File: src/vp8_rtp_payload_extent_parser_unit_defines.svh
// ----------------------------------------------------------------------------
// VP8 RTP payload extent parser: assertion macros
// Shared concurrent checks for the parser top level.
// ----------------------------------------------------------------------------
`ifndef VP8_RTP_PAYLOAD_EXTENT_PARSER_UNIT_DEFINES_SVH
`define VP8_RTP_PAYLOAD_EXTENT_PARSER_UNIT_DEFINES_SVH

// Same-cycle implication, disabled while in reset.
`define VRPE_ASSERT_SAME(name, clk, rst_n, ante, cons) \
  name: assert property (@(posedge clk) disable iff (!rst_n) (ante) |-> (cons)) \
    else $error("%m: check failed");

// Next-cycle implication, disabled while in reset.
`define VRPE_ASSERT_NEXT(name, clk, rst_n, ante, cons) \
  name: assert property (@(posedge clk) disable iff (!rst_n) (ante) |=> (cons)) \
    else $error("%m: check failed");

`endif

File: src/vrpe_pkg.sv
// ----------------------------------------------------------------------------
// VP8 RTP payload extent parser package
// Word types, field widths and header layout constants.
// ----------------------------------------------------------------------------
package vrpe_pkg;

  localparam int BYTE_W       = 8;
  localparam int PAYLOAD_W    = 16;
  localparam int FRAME_LEN_W  = 24;
  localparam int TS_W         = 32;
  localparam int PT_W         = 7;

  // Header end can reach 12 + 60 + 4 + 4 * 65535: 19 bits, one more for sums.
  localparam int HDR_W        = 19;
  localparam int CMP_W        = 20;

  localparam int RTP_FIXED_HDR_BYTES = 12;
  localparam int EXT_HDR_BYTES       = 4;
  localparam int EXT_LEN_HI_OFS      = 2;
  localparam int EXT_LEN_LO_OFS      = 3;
  localparam int PT_BYTE_POS         = 1;
  localparam int TS_FIRST_POS        = 4;
  localparam int TS_LAST_POS         = 7;

  // RTP first byte
  localparam int RTP_X_BIT = 4;
  localparam int RTP_P_BIT = 5;

  // VP8 payload descriptor bits
  localparam int DESC_X_BIT  = 7;
  localparam int EXT_I_BIT   = 7;
  localparam int EXT_L_BIT   = 6;
  localparam int EXT_T_BIT   = 5;
  localparam int EXT_K_BIT   = 4;
  localparam int PICID_M_BIT = 7;

  typedef struct packed {
    logic [BYTE_W-1:0] data_byte;
    logic              end_of_packet;
    logic              end_of_frame;
  } in_word_t;

  typedef struct packed {
    logic                   packet_ok;
    logic [PAYLOAD_W-1:0]   payload_start;
    logic [PAYLOAD_W-1:0]   payload_length;
    logic                   frame_done;
    logic                   frame_ok;
    logic [TS_W-1:0]        frame_timestamp;
    logic [PT_W-1:0]        frame_payload_type;
    logic [FRAME_LEN_W-1:0] frame_length;
  } out_word_t;

  // Per-word packet status from the parser to the frame accumulator
  typedef struct packed {
    logic                 packet_ok;
    logic [PAYLOAD_W-1:0] payload_start;
    logic [PAYLOAD_W-1:0] payload_length;
    logic                 first_hdr_ok;
    logic                 capture_pt;
    logic                 capture_ts;
  } pkt_info_t;

endpackage

File: src/vrpe_packet_parser.sv
// ----------------------------------------------------------------------------
// VP8 RTP payload extent parser packet tracker
// Follows the RTP header and VP8 descriptor byte by byte and judges each
// packet on its last byte.
// ----------------------------------------------------------------------------
module vrpe_packet_parser #(
  parameter int LENGTH_BITS = 16
) (
  input  logic                clk_i,
  input  logic                rst_ni,
  input  logic                advance_i,
  input  vrpe_pkg::in_word_t  word_i,
  output vrpe_pkg::pkt_info_t info_o
);
  import vrpe_pkg::*;

  typedef enum logic [1:0] {
    PH_WAIT_HDR,
    PH_EXT,
    PH_PICID,
    PH_DONE
  } phase_e;

  localparam int PW = LENGTH_BITS;
  localparam logic [PW-1:0] POS_MAX = '1;

  logic [PW-1:0]     pos_q, pos_d;
  logic [3:0]        csrc_q, csrc_d;
  logic              ext_q, ext_d;
  logic              pad_q, pad_d;
  logic [15:0]       ext_words_q, ext_words_d, ext_words_upd;
  phase_e            phase_q, phase_d, phase_upd;
  logic [PW:0]       dend_q, dend_d, dend_upd;

  logic [BYTE_W-1:0] b;
  logic [HDR_W-1:0]  pos_x, base, hdr;
  logic [PW:0]       pos_p1;
  logic [CMP_W-1:0]  size, pad, room;
  logic              ok;
  logic [PW-1:0]     len;

  always_comb begin
    b      = word_i.data_byte;
    pos_x  = HDR_W'(pos_q);
    pos_p1 = {1'b0, pos_q} + (PW+1)'(1);
    base   = HDR_W'(RTP_FIXED_HDR_BYTES) + HDR_W'({csrc_q, 2'b00});
    hdr    = base + (ext_q ? HDR_W'(EXT_HDR_BYTES) + HDR_W'({ext_words_q, 2'b00})
                           : '0);

    // first byte: CSRC count, X and P
    csrc_d = csrc_q;
    ext_d  = ext_q;
    pad_d  = pad_q;
    if (pos_q == '0) begin
      csrc_d = b[3:0];
      ext_d  = b[RTP_X_BIT];
      pad_d  = b[RTP_P_BIT];
    end

    ext_words_upd = ext_words_q;
    if (ext_q) begin
      if (pos_x == base + HDR_W'(EXT_LEN_HI_OFS)) begin
        ext_words_upd = {b, 8'h00};
      end else if (pos_x == base + HDR_W'(EXT_LEN_LO_OFS)) begin
        ext_words_upd = {ext_words_q[15:8], b};
      end
    end

    // descriptor walk
    phase_upd = phase_q;
    dend_upd  = dend_q;
    unique case (phase_q)
      PH_WAIT_HDR: begin
        if (pos_x == hdr) begin
          if (b[DESC_X_BIT]) begin
            dend_upd  = pos_p1 + (PW+1)'(1);
            phase_upd = PH_EXT;
          end else begin
            dend_upd  = pos_p1;
            phase_upd = PH_DONE;
          end
        end
      end
      PH_EXT: begin
        dend_upd  = pos_p1 + (PW+1)'(b[EXT_L_BIT])
                  + (PW+1)'(b[EXT_T_BIT] | b[EXT_K_BIT])
                  + (PW+1)'(b[EXT_I_BIT]);
        phase_upd = b[EXT_I_BIT] ? PH_PICID : PH_DONE;
      end
      PH_PICID: begin
        dend_upd  = dend_q + (PW+1)'(b[PICID_M_BIT]);
        phase_upd = PH_DONE;
      end
      PH_DONE: begin
      end
    endcase

    // packet verdict on the last byte
    size = CMP_W'(pos_p1);
    pad  = pad_q ? CMP_W'(b) : '0;
    room = size - pad;
    ok   = (pos_q != POS_MAX)
        && (size >= CMP_W'(RTP_FIXED_HDR_BYTES))
        && (size > CMP_W'(hdr) + pad)
        && (phase_upd != PH_WAIT_HDR)
        && (CMP_W'(dend_upd) <= room);
    len  = ok ? PW'(room - CMP_W'(dend_upd)) : '0;

    info_o.packet_ok      = ok;
    info_o.payload_start  = ok ? PAYLOAD_W'(dend_upd) : '0;
    info_o.payload_length = PAYLOAD_W'(len);
    info_o.first_hdr_ok   = size >= CMP_W'(RTP_FIXED_HDR_BYTES);
    info_o.capture_pt     = pos_q == PW'(PT_BYTE_POS);
    info_o.capture_ts     = (pos_q >= PW'(TS_FIRST_POS)) && (pos_q <= PW'(TS_LAST_POS));

    // clear at packet end, else advance and saturate
    if (word_i.end_of_packet) begin
      pos_d       = '0;
      csrc_d      = '0;
      ext_d       = 1'b0;
      pad_d       = 1'b0;
      ext_words_d = '0;
      phase_d     = PH_WAIT_HDR;
      dend_d      = '0;
    end else begin
      pos_d       = (pos_q != POS_MAX) ? pos_q + PW'(1) : pos_q;
      ext_words_d = ext_words_upd;
      phase_d     = phase_upd;
      dend_d      = dend_upd;
    end
  end

  always_ff @(posedge clk_i or negedge rst_ni) begin
    if (!rst_ni) begin
      pos_q       <= '0;
      csrc_q      <= '0;
      ext_q       <= 1'b0;
      pad_q       <= 1'b0;
      ext_words_q <= '0;
      phase_q     <= PH_WAIT_HDR;
      dend_q      <= '0;
    end else if (advance_i) begin
      pos_q       <= pos_d;
      csrc_q      <= csrc_d;
      ext_q       <= ext_d;
      pad_q       <= pad_d;
      ext_words_q <= ext_words_d;
      phase_q     <= phase_d;
      dend_q      <= dend_d;
    end
  end

endmodule

File: config.mk
export PLATFORM = sky130hd
export DESIGN_NAME = vrpe_packet_parser
export DESIGN_NICKNAME = d
export VERILOG_FILES = /design/src/vp8_rtp_payload_extent_parser_unit_defines.svh /design/src/vrpe_pkg.sv /design/src/vrpe_packet_parser.sv
export SDC_FILE = /design/constraint.sdc
export NUM_CORES = 1
export LEC_CHECK = 0
export BUFFER_PORTS_ARGS = -buffer_cell sky130_fd_sc_hd__buf_2
export CAP_MARGIN = 20
export CORE_MARGIN = 1.5
export CORE_UTILIZATION = 58
export CTS_BUF_LIST = sky130_fd_sc_hd__clkbuf_8 sky130_fd_sc_hd__clkbuf_16
export CTS_CLUSTER_DIAMETER = 50
export DETAILED_ROUTE_END_ITERATION = 8
export PLACE_DENSITY_LB_ADDON = 0.08
export SYNTH_ARGS = -nofsm -noshare
export SYNTH_HDL_FRONTEND = slang
export SYNTH_SLANG_ARGS = --single-unit
File: constraint.sdc
create_clock -name clk_i -period 7.1 [get_ports clk_i]
set_clock_uncertainty 0.1 [all_clocks]
set_input_delay 0.71 -clock clk_i [delete_from_list [all_inputs] [get_ports clk_i]]
set_output_delay 0.71 -clock clk_i [all_outputs]
set_load 0.05 [all_outputs]
# After elaboration in Yosys (flattened, before gate mapping)
# Cells that the tools add are included.
dict set report word_totals {
  register_bits 57
  input_bits 13
  out_inout_bits 36
}
dict set report op_classes {
  add_sub_neg 15
  order_cmp 5
  eq_ne 7
  n_mux 25
  bitwise 1
  n_reduce_logical 17
}
# cell count
set ops {}
lappend ops {{$mux 16} 7}
lappend ops {{$add 17x1->17} 4}
lappend ops {{$mux 17} 3}
lappend ops {{$pmux 17 s3} 1}
lappend ops {{$eq 16x8->1} 2}
lappend ops {{$add 19x8->20} 1}
lappend ops {{$gt 17x20->1} 1}
lappend ops {{$le 17x20->1} 1}
lappend ops {{$add 3x18->19 const A} 1}
lappend ops {{$add 7x19->19} 1}
lappend ops {{$eq 16x19->1} 1}
lappend ops {{$mux 19} 1}
lappend ops {{$sub 17x8->18} 1}
lappend ops {{$add 16x1->17 const B} 1}
lappend ops {{$add 17x1->17 const B} 1}
lappend ops {{$ge 17x4->1 const B} 1}
lappend ops {{$add 16x1->16 const B} 1}
lappend ops {{$add 7x2->8 const B} 2}
lappend ops {{$eq 16x1->1 const B} 1}
lappend ops {{$ge 16x3->1 const B} 1}
lappend ops {{$le 16x3->1 const B} 1}
lappend ops {{$logic_not 16->1} 1}
lappend ops {{$mux 8} 2}
lappend ops {{$ne 16x16->1 const B} 1}
lappend ops {{15 further kinds} 32}

# Longest topological paths before layout
dict set report logic_depth {
  ltp_word 10
  mapped_depth 32
  ltp_nobuf 28
}

# Worst setup path before layout
# No wires, ideal clock.
dict set report synth_timing {
  kind {flip-flop to output port}
  startpoint {reg ext_q}
  endpoint {out info_o[17] (netlist bit)}
  arrival_ps 8082
  t_required_ps 6290
  setup_slack_ps -1792
  stages_incl_launch_ff 29
  path_buffers 4
  path_cell_list {dfrtp_1 clkbuf_1 clkbuf_1 and2_1 fa_1 a211oi_1 o21bai_1 o211ai_1 nor4_1 mux2_1 or4_1 clkbuf_1 or4_1 buf_2 a221o_1 inv_1 ha_1 inv_1 fa_1 a21o_1 a21o_1 a221o_1 a21o_1 a21o_1 a221o_1 a21o_1 a21oi_1 xor2_1 a211oi_1}
}
# element line
set synth_rtl {}
lappend synth_rtl {{from (decl)} vrpe_packet_parser.sv:29} ;# logic ext_q, ext_d;
lappend synth_rtl {{from (signal assigned)} vrpe_packet_parser.sv:145} ;# ext_q <= ext_d;
lappend synth_rtl {{to (decl)} vrpe_packet_parser.sv:13} ;# output vrpe_pkg::pkt_info_t info_o

==> run_summary.xml <==
<?xml version="1.0" encoding="UTF-8"?>
<metrics>
  <group name="outcome">
    <metric name="outcome" unit="">finished, violations left</metric>
    <metric name="violations_in_the_final_reports" unit="">negative setup slack</metric>
  </group>
  <group name="yosys">
    <metric name="synth-seq-cells" unit="">57</metric>
    <metric name="yosysWarningCount" unit="">0</metric>
    <metric name="ys_async_sr_fraction" unit="%">100</metric>
    <metric name="yosysSeqAreaShare" unit="%">16.4</metric>
    <metric name="postSynth.topFlopCell" unit="">sky130_fd_sc_hd__dfrtp_1</metric>
    <metric name="synth_cells" unit="">1159</metric>
    <metric name="synth_area" unit="µm²">8690</metric>
    <metric name="synth_edf_count" unit="">0</metric>
    <metric name="syn-mean-instance-area" unit="µm²">7.50</metric>
    <metric name="synth.lib_cells_used.distinct" unit="">76</metric>
    <metric name="syn_nets" unit="">1260</metric>
  </group>
  <group name="grt">
    <metric name="grt_overflow" unit="">0</metric>
    <metric name="groute.usage.overall" unit="%">37.2</metric>
    <metric name="number_of_antenna_violations_at_the_first_check_in_global_routing" unit="">0</metric>
    <metric name="first_pass_grt_wire_length" unit="mm">47.3</metric>
    <metric name="grt_start_max_net_pins" unit="">58</metric>
    <metric name="first_global_vias" unit="">9380</metric>
  </group>
  <group name="final_layout">
    <metric name="final_net_count" unit="">1433</metric>
    <metric name="num_antenna_cells" unit="">0</metric>
    <metric name="drive_gt1_share" unit="%">25.6</metric>
    <metric name="final_cell_mix" unit="">170 x sky130_fd_sc_hd__buf_4, 97 x sky130_fd_sc_hd__nand2_1, 88 x sky130_fd_sc_hd__inv_1</metric>
    <metric name="mostFrequentLayoutCell" unit="">sky130_fd_sc_hd__buf_4</metric>
    <metric name="flow.area_growth_from_synthesis" unit="%">32.8</metric>
  </group>
  <group name="routing">
    <metric name="remaining_drc_errors" unit="">0</metric>
    <metric name="highest_layer" unit="">met4</metric>
    <metric name="drtAntennaViolNets" unit="">0</metric>
    <metric name="totalWireLength" unit="mm">30.1</metric>
    <metric name="detailedRoute.firstPassIterationCount" unit="">6</metric>
    <metric name="route.vias.total" unit="">9716</metric>
    <metric name="initialDrtViolationCount" unit="">769</metric>
    <metric name="detail_route.wl_per_cell" unit="µm">19.8</metric>
    <metric name="via_per_instance_ratio" unit="">6.39</metric>
    <metric name="route.met2.wl" unit="mm">14.9</metric>
    <metric name="met1_length" unit="mm">11.6</metric>
    <metric name="routed_met3_length" unit="mm">2.08</metric>
  </group>
  <group name="power">
    <metric name="sw_frac_of_total" unit="%">50.6</metric>
    <metric name="combinationalPowerShare" unit="%">72.6</metric>
    <metric name="p_per_area" unit="nW/µm²">304</metric>
    <metric name="cell_internal_pwr" unit="mW">1.73</metric>
    <metric name="share_clk_of_total_power" unit="%">14.9</metric>
    <metric name="seqPwrFrac" unit="%">12.5</metric>
    <metric name="static-leakage-power" unit="nW">5.14</metric>
    <metric name="ir_drop" unit="V">0.000212</metric>
    <metric name="switching_power" unit="mW">1.78</metric>
  </group>
  <group name="clocking">
    <metric name="worst_setup_hold_path_clk_slew" unit="ns">0.06</metric>
    <metric name="cts-root-to-sink-buffers" unit="">2</metric>
    <metric name="cts_tree" unit="">done</metric>
    <metric name="cts_made_buffers" unit="">9</metric>
    <metric name="worst_skew_pair.late_latency" unit="ns">0.35</metric>
    <metric name="clockRootBuffer" unit="">sky130_fd_sc_hd__clkbuf_16</metric>
    <metric name="clock_sinks" unit="">57</metric>
    <metric name="h-tree-depth" unit="">3</metric>
  </group>
  <group name="worst_setup_path">
    <metric name="regToRegSetupSlack" unit="ns">2.38</metric>
    <metric name="timing.critical_path.max_delay_family" unit="">compound AO/OA/AOI/OAI gates</metric>
    <metric name="setup.worst_path.class" unit="">flip-flop to output pin</metric>
    <metric name="crit_path_top_delay_cell" unit="">sky130_fd_sc_hd__or4_4</metric>
    <metric name="critical_path.n_buffers_inverters" unit="">5</metric>
    <metric name="critical_path.reg2reg.startpoint" unit="">ext_words_q[1]</metric>
    <metric name="critPathCapture" unit="">info_o[17]</metric>
    <metric name="slowest_delay" unit="ns">0.48</metric>
    <metric name="crit-reg2reg-capture" unit="">dend_q[8]</metric>
    <metric name="worstSetupPathDepth" unit="">31</metric>
    <metric name="critical_path_required" unit="ns">6.29</metric>
    <metric name="setup.worst_path.start" unit="">ext_words_q[1]</metric>
    <metric name="cp-end-kind" unit="">output pin</metric>
    <metric name="cp-start-kind" unit="">flip-flop</metric>
    <metric name="worstRegToRegCells" unit="">19</metric>
    <metric name="worstPathArrival" unit="ns">7.08</metric>
    <metric name="critical_path.most_common_cell" unit="">sky130_fd_sc_hd__a21o_1</metric>
    <metric name="worstPathMaxFanout" unit="">4</metric>
  </group>
  <group name="hold_path">
    <metric name="timing.hold.worst.start" unit="">dend_q[0]</metric>
    <metric name="timing.hold.worst.class" unit="">flip-flop to flip-flop</metric>
  </group>
  <group name="sta">
    <metric name="final_hold_viol_count" unit="">0</metric>
    <metric name="grt_setup_unrepaired" unit="">true</metric>
    <metric name="finalCriticalPeriod" unit="ns">7.89</metric>
    <metric name="worst_slew_margin_rel" unit="%">34.2</metric>
    <metric name="timing.final.ws_setup" unit="ns">-0.790</metric>
    <metric name="finalMaxSlewViolations" unit="">0</metric>
    <metric name="setup_total_negative_slack" unit="ns">-17.43</metric>
    <metric name="achievable-frequency" unit="MHz">127</metric>
    <metric name="final.period_utilization" unit="%">111</metric>
    <metric name="worstMarginPinSlew" unit="ns">0.987</metric>
    <metric name="setup_viol" unit="">33</metric>
  </group>
  <group name="floorplanning">
    <metric name="die_area" unit="µm²">15700</metric>
    <metric name="io_pins" unit="">49</metric>
    <metric name="fp.dieH" unit="µm">125</metric>
    <metric name="floorplan.initialDensity" unit="%">59.6</metric>
    <metric name="floorplan.rows" unit="">44</metric>
    <metric name="coreArea" unit="µm²">14600</metric>
    <metric name="chipWidth" unit="µm">125</metric>
  </group>
  <group name="placement">
    <metric name="hpwlAfterDp" unit="mm">21.8</metric>
    <metric name="place_ws" unit="ns">-0.452</metric>
    <metric name="io_buffers" unit="">47</metric>
    <metric name="gp_congestion" unit="">0.983</metric>
  </group>
  <group name="flow_run">
    <metric name="drv.max_cap_violation_count" unit="">0</metric>
  </group>
</metrics>
==> repair_timing <==
action	4_1_cts	5_1_grt
resized for setup	108	22
endpoints found under the setup margin	33	33
buffers inserted	12	10
hold buffers	0	0
cloned	1	2
pin swaps	18	16
==> registers in the layout, indices dropped and copies added, names as in the netlist <==
name,count
dend_q,17
ext_words_q,16
pos_q,16
csrc_q,4
phase_q,2
ext_q,1
pad_q,1
==> cell type report <==
| cell class | instances | area [µm²] |
|---|---|---|
| multi-input combinational | 941 | 7280 |
| fill | 1037 | 3050 |
| timing repair buffer | 227 | 1890 |
| sequential | 57 | 1430 |
| inverter | 96 | 360 |
| tap | 184 | 230 |
| clock buffer | 9 | 225 |
| clock inverter | 7 | 119 |
==> power groups by stage <==
stage	combinational (mW)	clock, mW	sequential [mW]
finish	2.55	0.522	0.439
global route	2.74	0.534	0.446
CTS	2.43	0.520	0.436
detailed placement	2.32	0	0.439
global placement	2.28	0	0.438
floorplan	1.62	0	0.416
==> metal layers <==
| metal | GRT usage, % | up-vias |
|---|---|---|
| met2 | 65.9 | 435 |
| met1 | 44.3 | 4620 |
| met3 | 5.61 | 121 |
| li1 | - | 4540 |
| met5 | 0 | - |
| met4 | 17.0 | 0 |
==> worst min path at each step <==
| stage | endpoint | slack, ns | cells past startpoint |
|---|---|---|---|
| after global placement | csrc_q[1] | 0.39 | 2 |
| after global routing | dend_q[0] | 0.45 | 1 |
| after detailed placement | csrc_q[1] | 0.41 | 2 |
| after CTS | dend_q[0] | 0.43 | 1 |
| after floorplan | csrc_q[0] | 0.31 | 0 |
| final | dend_q[0] | 0.43 | 1 |
==> metrics by stage <==
stage	cell area, µm²	util [%]	power (mW)	std cells	hold slack, ns
6_report	11500	79.1	3.51	1521	0.434
5_1_grt	11500	79.1	3.72	1521	0.449
4_1_cts	11300	77.6	3.39	1511	0.432
3_5_place_dp	10500	71.8	2.76	1482	0.415
3_3_place_gp	10500	71.8	2.71	1482	0.392
2_1_floorplan	9120	-	2.04	1159	0.314
==> synth_stat cells (34+ instances only) <==
cell	count	area share, %
sky130_fd_sc_hd__dfrtp_1	57	16
sky130_fd_sc_hd__nand3_1	49	2.8
sky130_fd_sc_hd__o21ai_0	64	3.7
sky130_fd_sc_hd__nor2_1	83	3.6
sky130_fd_sc_hd__xnor2_1	90	9.1
sky130_fd_sc_hd__clkbuf_1	51	2.2
sky130_fd_sc_hd__nor4_1	34	2.4
sky130_fd_sc_hd__a21oi_1	48	2.8
sky130_fd_sc_hd__inv_1	91	3.9
sky130_fd_sc_hd__nand2_1	98	4.2
sky130_fd_sc_hd__xor2_1	35	3.5
sky130_fd_sc_hd__ha_1	82	12
==> cells by family (layout without fill, tap and decap cells) <==
| family | after synthesis | in the layout | share of synthesized area, % |
|---|---|---|---|
| AND/OR/NAND/NOR | 409 | 409 | 23.9 |
| AO/OA/AOI/OAI | 305 | 305 | 24.7 |
| buffers and inverters | 161 | 339 | 7.24 |
| XOR/XNOR | 127 | 127 | 13.1 |
| adder cells (fa/ha/maj) | 88 | 88 | 13.2 |
| flip-flops | 57 | 57 | 16.4 |
| multiplexers | 12 | 12 | 1.43 |
==> worst reg2reg max path: cells and delay by family (launching register included) <==
family,cells,cell delay (ns)
simple gates,7,1.70
compound gates,5,1.10
buf+inv,4,0.70
flops,1,0.42
fa+ha+maj,1,0.36
mux,1,0.13
xor+xnor,1,0.11
(Power assumes the default switching activity.)
