===== src/vp8_rtp_payload_extent_parser_unit_defines.svh =====
// ----------------------------------------------------------------------------
// VP8 RTP payload extent parser: assertion macros
// Shared concurrent checks for the parser top level.
// ----------------------------------------------------------------------------
`ifndef VP8_RTP_PAYLOAD_EXTENT_PARSER_UNIT_DEFINES_SVH
`define VP8_RTP_PAYLOAD_EXTENT_PARSER_UNIT_DEFINES_SVH

// Same-cycle implication, disabled while in reset.
`define VRPE_ASSERT_SAME(name, clk, rst_n, ante, cons) \
  name: assert property (@(posedge clk) disable iff (!rst_n) (ante) |-> (cons)) \
    else $error("%m: check failed");

// Next-cycle implication, disabled while in reset.
`define VRPE_ASSERT_NEXT(name, clk, rst_n, ante, cons) \
  name: assert property (@(posedge clk) disable iff (!rst_n) (ante) |=> (cons)) \
    else $error("%m: check failed");

`endif


===== src/vrpe_pkg.sv =====
// ----------------------------------------------------------------------------
// VP8 RTP payload extent parser package
// Word types, field widths and header layout constants.
// ----------------------------------------------------------------------------
package vrpe_pkg;

  localparam int BYTE_W       = 8;
  localparam int PAYLOAD_W    = 16;
  localparam int FRAME_LEN_W  = 24;
  localparam int TS_W         = 32;
  localparam int PT_W         = 7;

  // Header end can reach 12 + 60 + 4 + 4 * 65535: 19 bits, one more for sums.
  localparam int HDR_W        = 19;
  localparam int CMP_W        = 20;

  localparam int RTP_FIXED_HDR_BYTES = 12;
  localparam int EXT_HDR_BYTES       = 4;
  localparam int EXT_LEN_HI_OFS      = 2;
  localparam int EXT_LEN_LO_OFS      = 3;
  localparam int PT_BYTE_POS         = 1;
  localparam int TS_FIRST_POS        = 4;
  localparam int TS_LAST_POS         = 7;

  // RTP first byte
  localparam int RTP_X_BIT = 4;
  localparam int RTP_P_BIT = 5;

  // VP8 payload descriptor bits
  localparam int DESC_X_BIT  = 7;
  localparam int EXT_I_BIT   = 7;
  localparam int EXT_L_BIT   = 6;
  localparam int EXT_T_BIT   = 5;
  localparam int EXT_K_BIT   = 4;
  localparam int PICID_M_BIT = 7;

  typedef struct packed {
    logic [BYTE_W-1:0] data_byte;
    logic              end_of_packet;
    logic              end_of_frame;
  } in_word_t;

  typedef struct packed {
    logic                   packet_ok;
    logic [PAYLOAD_W-1:0]   payload_start;
    logic [PAYLOAD_W-1:0]   payload_length;
    logic                   frame_done;
    logic                   frame_ok;
    logic [TS_W-1:0]        frame_timestamp;
    logic [PT_W-1:0]        frame_payload_type;
    logic [FRAME_LEN_W-1:0] frame_length;
  } out_word_t;

  // Per-word packet status from the parser to the frame accumulator
  typedef struct packed {
    logic                 packet_ok;
    logic [PAYLOAD_W-1:0] payload_start;
    logic [PAYLOAD_W-1:0] payload_length;
    logic                 first_hdr_ok;
    logic                 capture_pt;
    logic                 capture_ts;
  } pkt_info_t;

endpackage


===== src/vrpe_in_stage.sv =====
// ----------------------------------------------------------------------------
// VP8 RTP payload extent parser input stage
// Registers each incoming word; refills in the cycle the held word moves on.
// ----------------------------------------------------------------------------
module vrpe_in_stage (
  input  logic              clk_i,
  input  logic              rst_ni,
  input  logic              in_valid_i,
  input  vrpe_pkg::in_word_t in_word_i,
  output logic              in_ready_o,
  input  logic              advance_i,
  output logic              word_valid_o,
  output vrpe_pkg::in_word_t word_o
);
  import vrpe_pkg::*;

  logic     valid_q, valid_d;
  in_word_t word_q;
  logic     accept;

  always_comb begin
    in_ready_o = !valid_q || advance_i;
    accept     = in_valid_i && in_ready_o;
    if (accept) begin
      valid_d = 1'b1;
    end else if (advance_i) begin
      valid_d = 1'b0;
    end else begin
      valid_d = valid_q;
    end
  end

  always_ff @(posedge clk_i or negedge rst_ni) begin
    if (!rst_ni) begin
      valid_q <= 1'b0;
    end else begin
      valid_q <= valid_d;
    end
  end

  always_ff @(posedge clk_i) begin
    if (accept) begin
      word_q <= in_word_i;
    end
  end

  assign word_valid_o = valid_q;
  assign word_o       = word_q;

endmodule


===== config.mk =====
export PLATFORM = sky130hd
export DESIGN_NAME = vrpe_in_stage
export DESIGN_NICKNAME = d
export VERILOG_FILES = /design/src/vp8_rtp_payload_extent_parser_unit_defines.svh /design/src/vrpe_pkg.sv /design/src/vrpe_in_stage.sv
export SDC_FILE = /design/constraint.sdc
export NUM_CORES = 1
export LEC_CHECK = 0
export BUFFER_PORTS_ARGS = -buffer_cell sky130_fd_sc_hd__buf_2
export CAP_MARGIN = 10
export CORE_MARGIN = 2
export CORE_UTILIZATION = 25
export CTS_CLUSTER_DIAMETER = 150
export DETAILED_ROUTE_END_ITERATION = 6
export GPL_TIMING_DRIVEN = 0
export PLACE_DENSITY = 0.65
export SYNTH_ARGS = -nofsm -noshare
export SYNTH_HDL_FRONTEND = slang
export SYNTH_SLANG_ARGS = --single-unit

===== constraint.sdc =====
create_clock -name clk_i -period 0.85 [get_ports clk_i]
set_input_delay 0.17 -clock clk_i [delete_from_list [all_inputs] [get_ports clk_i]]
set_output_delay 0.17 -clock clk_i [all_outputs]
set_load 0.005 [all_outputs]

# Word level (Yosys, flattened, before mapping)
# Cells that the tools add are included.
[word_totals]
reg_bits = 11
word_cells = 10
[op_classes]
mux = 2
reduce_logical = 4
[ops]
columns = ["operator", "count"]
rows = [
  ["2-to-1 mux 1 bit", 2],
  ["nonzero test 2 bit", 1],
  ["logical AND 1 bit", 1],
  ["logical NOT 1 bit", 1],
  ["logical OR 1 bit", 1],
]

# Depth between registers and ports, before layout
# Gate-level depths: netlist of run 1.
[logic_depth]
depth_word = 4
depth_mapped = 2
ltp_nobuf = 2

# Worst setup path before layout of run 1
# OpenSTA, ideal clock, no wires.
[synth_path]
path_kind = "register to register"
startpoint = "register valid_q, in the netlist word_valid_o"
endpoint = "register word_q (netlist bit word_o[0]) (enable)"
arrival_time_ps = 679
t_required_ps = 547
setup_slack_ps = -132
path_stages_with_launch = 3
path_buffers = 0
cell_sequence = "dfrtp_1 > nand2b_4 > and2_4"
[synth_via]
elab_chain_cells = 3
[synth_lines]
columns = ["item", "line_no", "rtl"]
rows = [
  ["from (decl)", "vrpe_in_stage.sv:17", "logic valid_q, valid_d;"],
  ["from (signal assigned)", "vrpe_in_stage.sv:37", "valid_q <= valid_d;"],
  ["logical NOT 1 bit", "vrpe_in_stage.sv:22", "in_ready_o = !valid_q || advance_i;"],
  ["logical OR 1 bit", "vrpe_in_stage.sv:22", ""],
  ["named net in_ready_o", "vrpe_in_stage.sv:10", "output logic in_ready_o,"],
  ["logical AND 1 bit", "vrpe_in_stage.sv:23", "accept = in_valid_i && in_ready_o;"],
  ["named net accept", "vrpe_in_stage.sv:19", "logic accept;"],
  ["to (signal assigned)", "vrpe_in_stage.sv:43", "word_q <= in_word_i;"],
  ["to (decl)", "vrpe_in_stage.sv:18", "in_word_t word_q;"],
]
# The timed path passes the listed nets, and every way through them passes these cells.
# A chain may end at the register's enable or synchronous reset.

# Worst setup path in the final report of run 1
[layout_path]
startpoint = "register valid_q, in the netlist word_valid_o"
endpoint = "output port in_ready_o"
[layout_via]
elab_chain_cells = 2
[layout_lines]
columns = ["item", "line_no"]
rows = [
  ["logical NOT 1 bit", "vrpe_in_stage.sv:22"],
  ["logical OR 1 bit", "vrpe_in_stage.sv:22"],
  ["to (decl)", "vrpe_in_stage.sv:10"],
]
# Every way passes these cells.

==> results by group, run 1 <==
Global route
  – GRT Total Usage: about 8.1%
  – First-pass GRT wire length: 1040 um
  – Pin count of the biggest net entering global routing: 11
  – GR Overflow Total: 0
  – Vias in the first global route: ~250
  – Initial antenna violation count: 0

Final layout
  – Layout Area Growth over Synthesis: 52.6%
  – Commonest non-fill, non-tap cell in the layout: buf_2
  – Commonest cells after routing, fill and taps aside: buf_2, edfxtp_1, clkbuf_4
  – Storage cell area: between 300 and 400 um^2
  – Finished Core Util: 41.0%
  – Fill cells: roughly 140
  – Share of cells above drive strength 1: 68.2%
  – Nets: 59
  – ANT cells: 0
  – Final Instance Area: between 500 and 600 um^2
  – Multi-input gate area: 28.8 um^2

Synthesis
  – Largest family of logic cells by synthesized area: simple AND/OR/NAND/NOR gates
  – Fraction of the mapped netlist area in adder cells: 0%
  – Post-Synth XOR/XNOR Area: 0%
  – Synth unique cells: 5
  – Post-Synth Simple-Gate Area: just over 8%
  – Avg Inst Size Synth: about 25 um^2
  – Flop and latch count out of synthesis: 11
  – Mapped Nets: 28
  – Seq/Total Area, Yosys: 91.9%
  – Synth Area in Compound Gates: 0%
  – Synth Cell Area: 354 um^2
  – Cells after synthesis: 14
  – Post-synthesis mux area share: 0%
  – Synthesis Warnings: 0

Min path
  – Worst Hold Launch: in_word_i[8]
  – Hold WC Path Type: in2reg

Clock tree
  – CTS buffer count: 3
  – CTS sink cnt: 11
  – Post-CTS Setup Inserts: 0
  – TritonCTS clock tree: yes
  – CTS root buffer: clkbuf_4
  – Longest Clk Path Bufs: 2
  – Clk_lat worst skew: 0.26 ns
  – Max H-tree Level: 1
  – Clock-pin slew on the worst setup and hold paths: 0.07 ns

Critical path
  – Worst r2r src: word_valid_o
  – CP Launch Point: word_valid_o
  – Worst setup EP type: primary output
  – WP data required: between 0.6 and 0.7 ns
  – Critical Path AT: 0.84 ns
  – Reg-to-Reg End: word_o[6]
  – Crit Path Max Fanout: 3
  – Register-to-register setup slack: -0.16 ns
  – Crit path to: in_ready_o
  – Worst r2r path cells: 2
  – Startpoint types: flip-flop
  – Kind of critical path: reg2out

Die
  – Die H: between 40 and 50 um
  – Row count: 13
  – Starting Density: 26.9%
  – CORE AREA: 1320 um^2
  – Io pins: 26
  – Die Span X: between 40 and 50 um
  – Full die area: 1730 um^2

Run
  – Maxcap violations: 0

STA
  – PnR worst setup slack: -0.159 ns
  – F_max: 0.991 GHz
  – Final min period: 1.01 ns
  – Skew final: 0.00448 ns
  – Max transition margin: 90.5%
  – Final setup violation count: 22
  – Slew @ Worst Pin: 0.142 ns
  – Crit share post-route: 119%
  – Fin. Hold Viols: 0
  – RSZ-0062 raised after global routing: true
  – Max Transition Viols Final: 0

Power
  – Pwr Total: 1.07 mW
  – Static leakage: 0.241 nW
  – Peak supply drop: 0.000848 V
  – Pwr per Cell Area: 1980 nW/um^2

Route
  – Initial drt markers: 3
  – Drt first pass iters: 2
  – Detail Route Antenna Nets: 0
  – Routed wire length: 639 um
  – # DRC: 0
  – Via count: roughly 220
  – Vias per cell: 3.78
  – Wirelength per Cell: approximately 11 um

Placement
  – PortBufs: 25
  – GPL Wtd Cong: 0.652
  – Area of placed instances: 498 um^2
  – Pre-CTS WS: -0.146 ns

Outcome
  – Outcome: complete, but fails checks
  – Failing checks: negative setup slack
[synth_stat cells]
cell type   n  area, um^2
nand2b_4    1        13.8
edfxtp_1   10         300
dfrtp_1     1        25.0
nand2b_1    1        6.26
and2_4      1        8.76
[worst min-delay path by stage]
stage                     cells past startpoint      endpoint  slack [ns]
after CTS                                     1     word_o[3]        0.07
after floorplan                               0  word_valid_o       -0.13
final                                         1     word_o[8]        0.08
after detailed placement                      1  word_valid_o       -0.05
after global placement                        1  word_valid_o       -0.05
after global routing                          1     word_o[4]        0.07
[state kept, by name (all words and copies together), names as in the netlist]
| register | cells |
|---|---|
| word_o | 10 |
| word_valid_o | 1 |
[where the power goes]
group,switching [mW],leakage (nW),internal (mW),total [mW]
combinational,0.0388,0.120,0.0571,0.0959
sequential,0.00875,0.106,0.626,0.635
clock,0.161,0.0150,0.181,0.342
total,0.208,0.241,0.864,1.07
[layout make-up]
type | instances | share of cell area [%]
flip-flops and latches | 11 | 60.2
repair buffers | 26 | 26.2
multi-input cells | 3 | 5.32
clock buffers | 4 | 4.86
well taps | 15 | 3.47
[cell families (layout without fill, tap and decap cells)]
family,after synthesis,in the layout
buf+inv,0,30
flops,11,11
simple gates,3,3
[worst max-delay path, stage by stage (launching register included)]
cell	delay, ns
dfrtp_1	0.40
nand2b_4	0.09
buf_6	0.09
[timing repair]
item                                    in CTS  in global routing
resized for setup                            1                  0
hold buffers                                 1                  0
endpoints found under the setup margin      22                 22
hold endpoints to repair                     1                  0
pin swaps                                    0                  0
[layer usage]
layer	track usage (%)	routed length, um	up-vias	part of all wire, %
met5	0	0	-	0
met4	5.81	0	0	0
met3	2.61	66	0	10
met2	11.6	293	17	46
met1	10.3	280	94	44
li1	-	-	112	-
[metrics by stage]
step | cells | hold slack, ns | setup TNS [ns]
6_report | 59 | 0.0791 | -2.50
5_1_grt | 59 | 0.0663 | -3.38
3_5_place_dp | 54 | -0.0540 | -1.46
4_1_cts | 59 | 0.0707 | -2.82
2_1_floorplan | 14 | -0.126 | -1.27
3_3_place_gp | 54 | -0.0544 | -1.29
Note: power is estimated with default switching activity, not from simulation.
==> inputs of run 2 (changes only) <==
--- a/config.mk
+++ b/config.mk
@@ -7,7 +7,6 @@
 export LEC_CHECK = 0
 export BUFFER_PORTS_ARGS = -buffer_cell sky130_fd_sc_hd__buf_2
 export CAP_MARGIN = 10
-export CORE_MARGIN = 2
 export CORE_UTILIZATION = 25
 export CTS_CLUSTER_DIAMETER = 150
 export DETAILED_ROUTE_END_ITERATION = 6
==> results by group, run 2 (synthesis results as in run 1) <==
Outcome
  – Outcome: complete, but fails checks
  – Failing checks: negative setup slack

Die
  – Die Span X: 39.6 um (-4.8%)
  – Full die area: 1570 um^2 (-9.4%)
  – Die H: 39.6 um (-4.8%)
  – Row count: 13 (unchanged)
  – CORE AREA: 1300 um^2 (-1.2%)
  – Io pins: 26 (unchanged)
  – Starting Density: 27.2% (+0.34 points)

Final layout
  – Commonest non-fill, non-tap cell in the layout: buf_2
  – Nets: 59 (unchanged)
  – Finished Core Util: 41.5% (+0.51 points)
  – Final non-filler cell total: 59 (unchanged)
  – Storage cell area: 325 um^2 (unchanged)
  – Max reg flops: 10 (unchanged)
  – Multi-input gate area: 28.8 um^2 (unchanged)
  – Commonest cells after routing, fill and taps aside: buf_2, edfxtp_1, clkbuf_4
  – Fill cells: 145 (+7.4%)
  – Layout Area Growth over Synthesis: 52.6% (unchanged)
  – ANT cells: 0 (unchanged)
  – Share of cells above drive strength 1: 68.2% (unchanged)

STA
  – Crit share post-route: 118% (-1.0 points)
  – Final min period: 1.00 ns (-0.00860 ns)
  – F_max: 0.999 GHz (+0.86%)
  – Final setup violation count: 22 (unchanged)
  – Fin. Hold Viols: 0 (unchanged)
  – Max transition margin: 90.7% (+0.23 points)
  – PnR worst setup slack: -0.151 ns (+0.00861 ns)
  – Slew @ Worst Pin: 0.139 ns (-0.00343 ns)
  – Skew final: 0.00313 ns (-0.00135 ns)
  – RSZ-0062 raised after global routing: true
  – Max Transition Viols Final: 0 (unchanged)

Placement
  – Placed cells: 54 (unchanged)
  – Dpl hpwl: 468 um
  – Pre-CTS WS: -0.137 ns (+0.00899 ns)
  – PortBufs: 25 (unchanged)
  – GPL Wtd Cong: 0.596 (-8.6%)

Critical path
  – Worst r2r path cells: 2 (unchanged)
  – CP cell instances: nand2b_4, buf_6
  – WP data required: 0.68 ns (about the same)
  – Worst path max stage delay: 0.40 ns (about the same)
  – Worst setup EP type: primary output
  – CP Depth: 2 (unchanged)
  – Startpoint types: flip-flop
  – Kind of cell adding the most delay to the critical path: flip-flops
  – Critical Path AT: 0.83 ns (about the same)
  – Crit path buf inv count: 1 (unchanged)
  – Crit Path Max Fanout: 3 (unchanged)
  – Kind of critical path: reg2out
  – Slowest-stage cell, CP: dfrtp_1

Power
  – Pwr per Cell Area: 1980 nW/um^2 (-0.24%)
  – Peak supply drop: 0.000716 V (-15%)
  – Static leakage: 0.241 nW (unchanged)

Min path
  – Hold Crit Depth: 1 (unchanged)
  – Hold WC Path Type: in2reg

Global route
  – First-pass GRT wire length: 786 um (-24%)
  – GRT Total Usage: 8.39% (+0.25 points)
  – GR Overflow Total: 0 (unchanged)
  – Pin count of the biggest net entering global routing: 11 (unchanged)
  – Initial antenna violation count: 0 (unchanged)
  – Vias in the first global route: 212 (-15%)

Route
  – # DRC: 0 (unchanged)
  – Wirelength per Cell: 10.2 um (-5.6%)
  – Via count: 232 (+4.0%)
  – Routed wire length: 603 um (-5.6%)
  – Drt first pass iters: 2 (unchanged)
  – Detail Route Antenna Nets: 0 (unchanged)
  – Vias per cell: 3.93 (+4.0%)
  – Initial drt markers: 1 (-2)

Clock tree
  – Clk_lat worst skew: 0.26 ns (about the same)
  – CTS root buffer: clkbuf_4
  – Longest Clk Path Bufs: 2 (unchanged)
  – TritonCTS clock tree: yes
  – CTS sink cnt: 11 (unchanged)
  – CTS buffer count: 3 (unchanged)
  – Max H-tree Level: 1 (unchanged)
  – Post-CTS Setup Inserts: 0 (unchanged)
  – Clock-pin slew on the worst setup and hold paths: 0.07 ns (about the same)

Run
  – Maxcap violations: 0 (unchanged)
## run 2: cell counts in the layout (fill, tap and decap cells not counted)
Identical to the previous run, type by type.
## run 2: what timing repair did
action,4_1_cts,5_1_grt
endpoints found under the setup margin,22,22
endpoints found under the hold margin,1,0
resized for setup,1,0
hold buffers,1,0
## run 2: final cells by class
class                   count  area share, %
clock buffers               4           4.86
multi-input cells           3           5.32
flip-flops and latches     11           60.2
well taps                  15           3.47
repair buffers             26           26.2
## run 2: final timing paths
check / start / end / slack (ns)
hold / removal: in_word_i[9] / word_o[9] / 0.08
setup reg to reg: word_valid_o / word_o[8] / -0.15
hold reg to reg: word_valid_o / word_valid_o / 0.54
min in group asynchronous: rst_ni / word_valid_o / 0.21
max in group asynchronous: rst_ni / word_valid_o / 0.56
setup / recovery: word_valid_o / in_ready_o / -0.15
## run 2: stage by stage
stage | power (mW) | setup TNS, ns | hold WS [ns] | instance area (um^2)
after floorplan | 0.673 | -1.27 | -0.126 | 354
after global placement | 0.733 | -1.31 | -0.0535 | 498
after detailed placement | 0.736 | -1.37 | -0.0519 | 498
after CTS | 1.09 | -2.64 | 0.0773 | 541
after global routing | 1.12 | -3.26 | 0.0690 | 541
final | 1.07 | -2.37 | 0.0819 | 541
## run 2: per-layer routing
layer	vias to the layer above	global-route usage (%)	share of wire (%)
met5	-	0	0
li1	112	-	-
met3	0	3.41	14
met4	0	7.76	0
met1	97	8.27	46
met2	23	13.1	40
## run 2: report_power, final
part / internal (mW) / leakage, nW / switching [mW]
logic: 0.0571 / 0.120 / 0.0379
clock network: 0.181 / 0.0150 / 0.159
registers: 0.626 / 0.106 / 0.00848
total: 0.864 / 0.241 / 0.206
==> inputs of run 3 (changes only) <==
--- a/config.mk
+++ b/config.mk
@@ -5,13 +5,13 @@
 export SDC_FILE = /design/constraint.sdc
 export NUM_CORES = 1
 export LEC_CHECK = 0
-export BUFFER_PORTS_ARGS = -buffer_cell sky130_fd_sc_hd__buf_2
 export CAP_MARGIN = 10
 export CORE_UTILIZATION = 25
 export CTS_CLUSTER_DIAMETER = 150
 export DETAILED_ROUTE_END_ITERATION = 6
+export DONT_BUFFER_PORTS = 1
 export GPL_TIMING_DRIVEN = 0
-export PLACE_DENSITY = 0.65
+export PLACE_DENSITY = 0.49
 export SYNTH_ARGS = -nofsm -noshare
 export SYNTH_HDL_FRONTEND = slang
 export SYNTH_SLANG_ARGS = --single-unit
==> results by group, run 3 (synthesis results as in run 1) <==
Critical path
  – Reg-to-Reg End: word_o[6]
  – Critical Path AT: 0.95 ns (+0.12 ns)
  – Worst r2r src: word_valid_o
  – Register-to-register setup slack: -0.13 ns (+0.02 ns)
  – Startpoint types: flip-flop
  – Worst setup EP type: flip-flop
  – Worst r2r path cells: 2 (unchanged)
  – WP data required: 0.82 ns (+0.14 ns)
  – Crit Path Max Fanout: 5 (+2)
  – Kind of critical path: reg2reg

Clock tree
  – Clk_lat worst skew: 0.25 ns (about the same)
  – CTS buffer count: 3 (unchanged)
  – Max H-tree Level: 1 (unchanged)
  – Longest Clk Path Bufs: 2 (unchanged)
  – TritonCTS clock tree: yes
  – CTS sink cnt: 11 (unchanged)
  – CTS root buffer: clkbuf_4
  – Clock-pin slew on the worst setup and hold paths: 0.06 ns (about the same)

Global route
  – GR Overflow Total: 0 (unchanged)
  – GRT Total Usage: 7.68% (-0.71 points)
  – Pin count of the biggest net entering global routing: 7 (-4)
  – Vias in the first global route: 160 (-25%)
  – Initial antenna violation count: 0 (unchanged)
  – First-pass GRT wire length: 696 um (-11%)

STA
  – Final setup violation count: 11 (-50%)
  – PnR worst setup slack: -0.132 ns (+0.0190 ns)
  – Skew final: 0.00169 ns (-0.00144 ns)
  – Hold Slack: 0.0236 ns (-0.0583 ns)
  – Crit share post-route: 116% (-2.2 points)
  – RSZ-0062 raised after global routing: true
  – Max transition margin: 90.2% (-0.54 points)
  – Max Transition Viols Final: 0 (unchanged)
  – Fin. Hold Viols: 0 (unchanged)
  – Slew @ Worst Pin: 0.147 ns (+0.00806 ns)
  – Setup TNS: -1.37 ns (+0.996 ns)
  – Final min period: 0.982 ns (-0.0190 ns)
  – F_max: 1.02 GHz (+1.9%)

Final layout
  – Share of cells above drive strength 1: 20.0% (-48 points)
  – Commonest cells after routing, fill and taps aside: dlygate4sd3_1, edfxtp_1, clkbuf_4
  – Commonest non-fill, non-tap cell in the layout: dlygate4sd3_1
  – Max reg flops: 10 (unchanged)
  – Nets: 45 (-24%)
  – Layout Area Growth over Synthesis: 46.3%
  – ANT cells: 0 (unchanged)

Route
  – Detail Route Antenna Nets: 0 (unchanged)
  – Routed wire length: 572 um (-5.1%)
  – # DRC: 0 (unchanged)
  – Vias per cell: 4.04 (+2.9%)
  – Via count: 182 (-22%)
  – Initial drt markers: 6 (+5)
  – Drt first pass iters: 3 (+1)
  – Wirelength per Cell: 12.7 um (+24%)

Power
  – Static leakage: 0.188 nW (-22%)
  – Peak supply drop: 0.000574 V (-20%)
  – Pwr per Cell Area: 2010 nW/um^2 (+1.5%)

Die
  – Row count: 13 (unchanged)
  – Starting Density: 27.2% (unchanged)
  – Die H: 39.6 um (unchanged)
  – CORE AREA: 1300 um^2 (unchanged)
  – Io pins: 26 (unchanged)
  – Die Span X: 39.6 um (unchanged)
  – Full die area: 1570 um^2 (unchanged)

Outcome
  – Outcome: complete, but fails checks
  – Failing checks: negative setup slack

Min path
  – Hold Crit Depth: 1 (unchanged)
  – Hold WC Path Type: in2reg
  – Worst Hold End: word_valid_o
  – Worst Hold Launch: in_valid_i

Placement
  – PortBufs: 0 (-100%)
  – GPL Wtd Cong: 0.515 (-14%)
  – Dpl hpwl: 394 um (-16%)

Run
  – Maxcap violations: 0 (unchanged)
## run 3: cell types whose count changed in the layout (fill, tap and decap cells not counted)
cell           change
and2_4             +1
buf_6              -1
dlygate4sd3_1     +10
buf_2             -24
## run 3: worst max-delay path: stages, from the launching register on
cell      delay, ns
dfrtp_1        0.42
nand2b_4       0.10
and2_4         0.18
## run 3: repair_timing
item | 4_1_cts | 5_1_grt
setup endpoints to repair | 12 | 15
gates cloned | 1 | 0
hold buffers | 5 | 6
resized for setup | 1 | 0
endpoints found under the hold margin | 5 | 6
pin swaps | 2 | 1
buffers inserted | 0 | 0
## run 3: worst max path at each step
stage | startpoint | to | slack, ns | depth (start not counted)
floorplan | word_valid_o | word_o[0] | -0.13 | 2
global placement | word_valid_o | word_o[5] | -0.17 | 2
detailed placement | word_valid_o | word_o[2] | -0.17 | 2
CTS | word_valid_o | word_o[6] | -0.15 | 2
global route | word_valid_o | word_o[8] | -0.18 | 2
finish | word_valid_o | word_o[6] | -0.13 | 2
## run 3: where the power goes
| part | switching [mW] | total [mW] | internal [mW] | leakage, nW |
|---|---|---|---|---|
| combinational | 0.0230 | 0.0711 | 0.0480 | 0.0666 |
| clock | 0.145 | 0.326 | 0.181 | 0.0150 |
| sequential | 0.0167 | 0.644 | 0.627 | 0.106 |
| total | 0.185 | 1.04 | 0.856 | 0.188 |
## run 3: per-layer routing
metal / part of all wire [%] / GRT usage, %
met1: 41 / 7.22
met3: 5.2 / 3.41
met4: 0 / 7.76
met5: 0 / 0
met2: 54 / 11.9
## run 3: area by class of cell
class / count / area (um^2)
fill: 130 / 783
multi-input combinational: 4 / 37.5
tap: 15 / 18.8
timing repair buffer: 11 / 110
sequential: 11 / 325
clock buffer: 4 / 26.3
## run 3: metrics by stage
step / instance area, um^2 / power [mW] / std cells / util [%] / setup slack, ns
floorplan: 354 / 0.673 / 14 / - / -0.127
global route: 518 / 1.10 / 45 / 39.8 / -0.176
finish: 518 / 1.04 / 45 / 39.8 / -0.132
CTS: 458 / 1.04 / 39 / 35.2 / -0.149
detailed placement: 373 / 0.682 / 29 / 28.7 / -0.173
global placement: 373 / 0.680 / 29 / 28.7 / -0.171
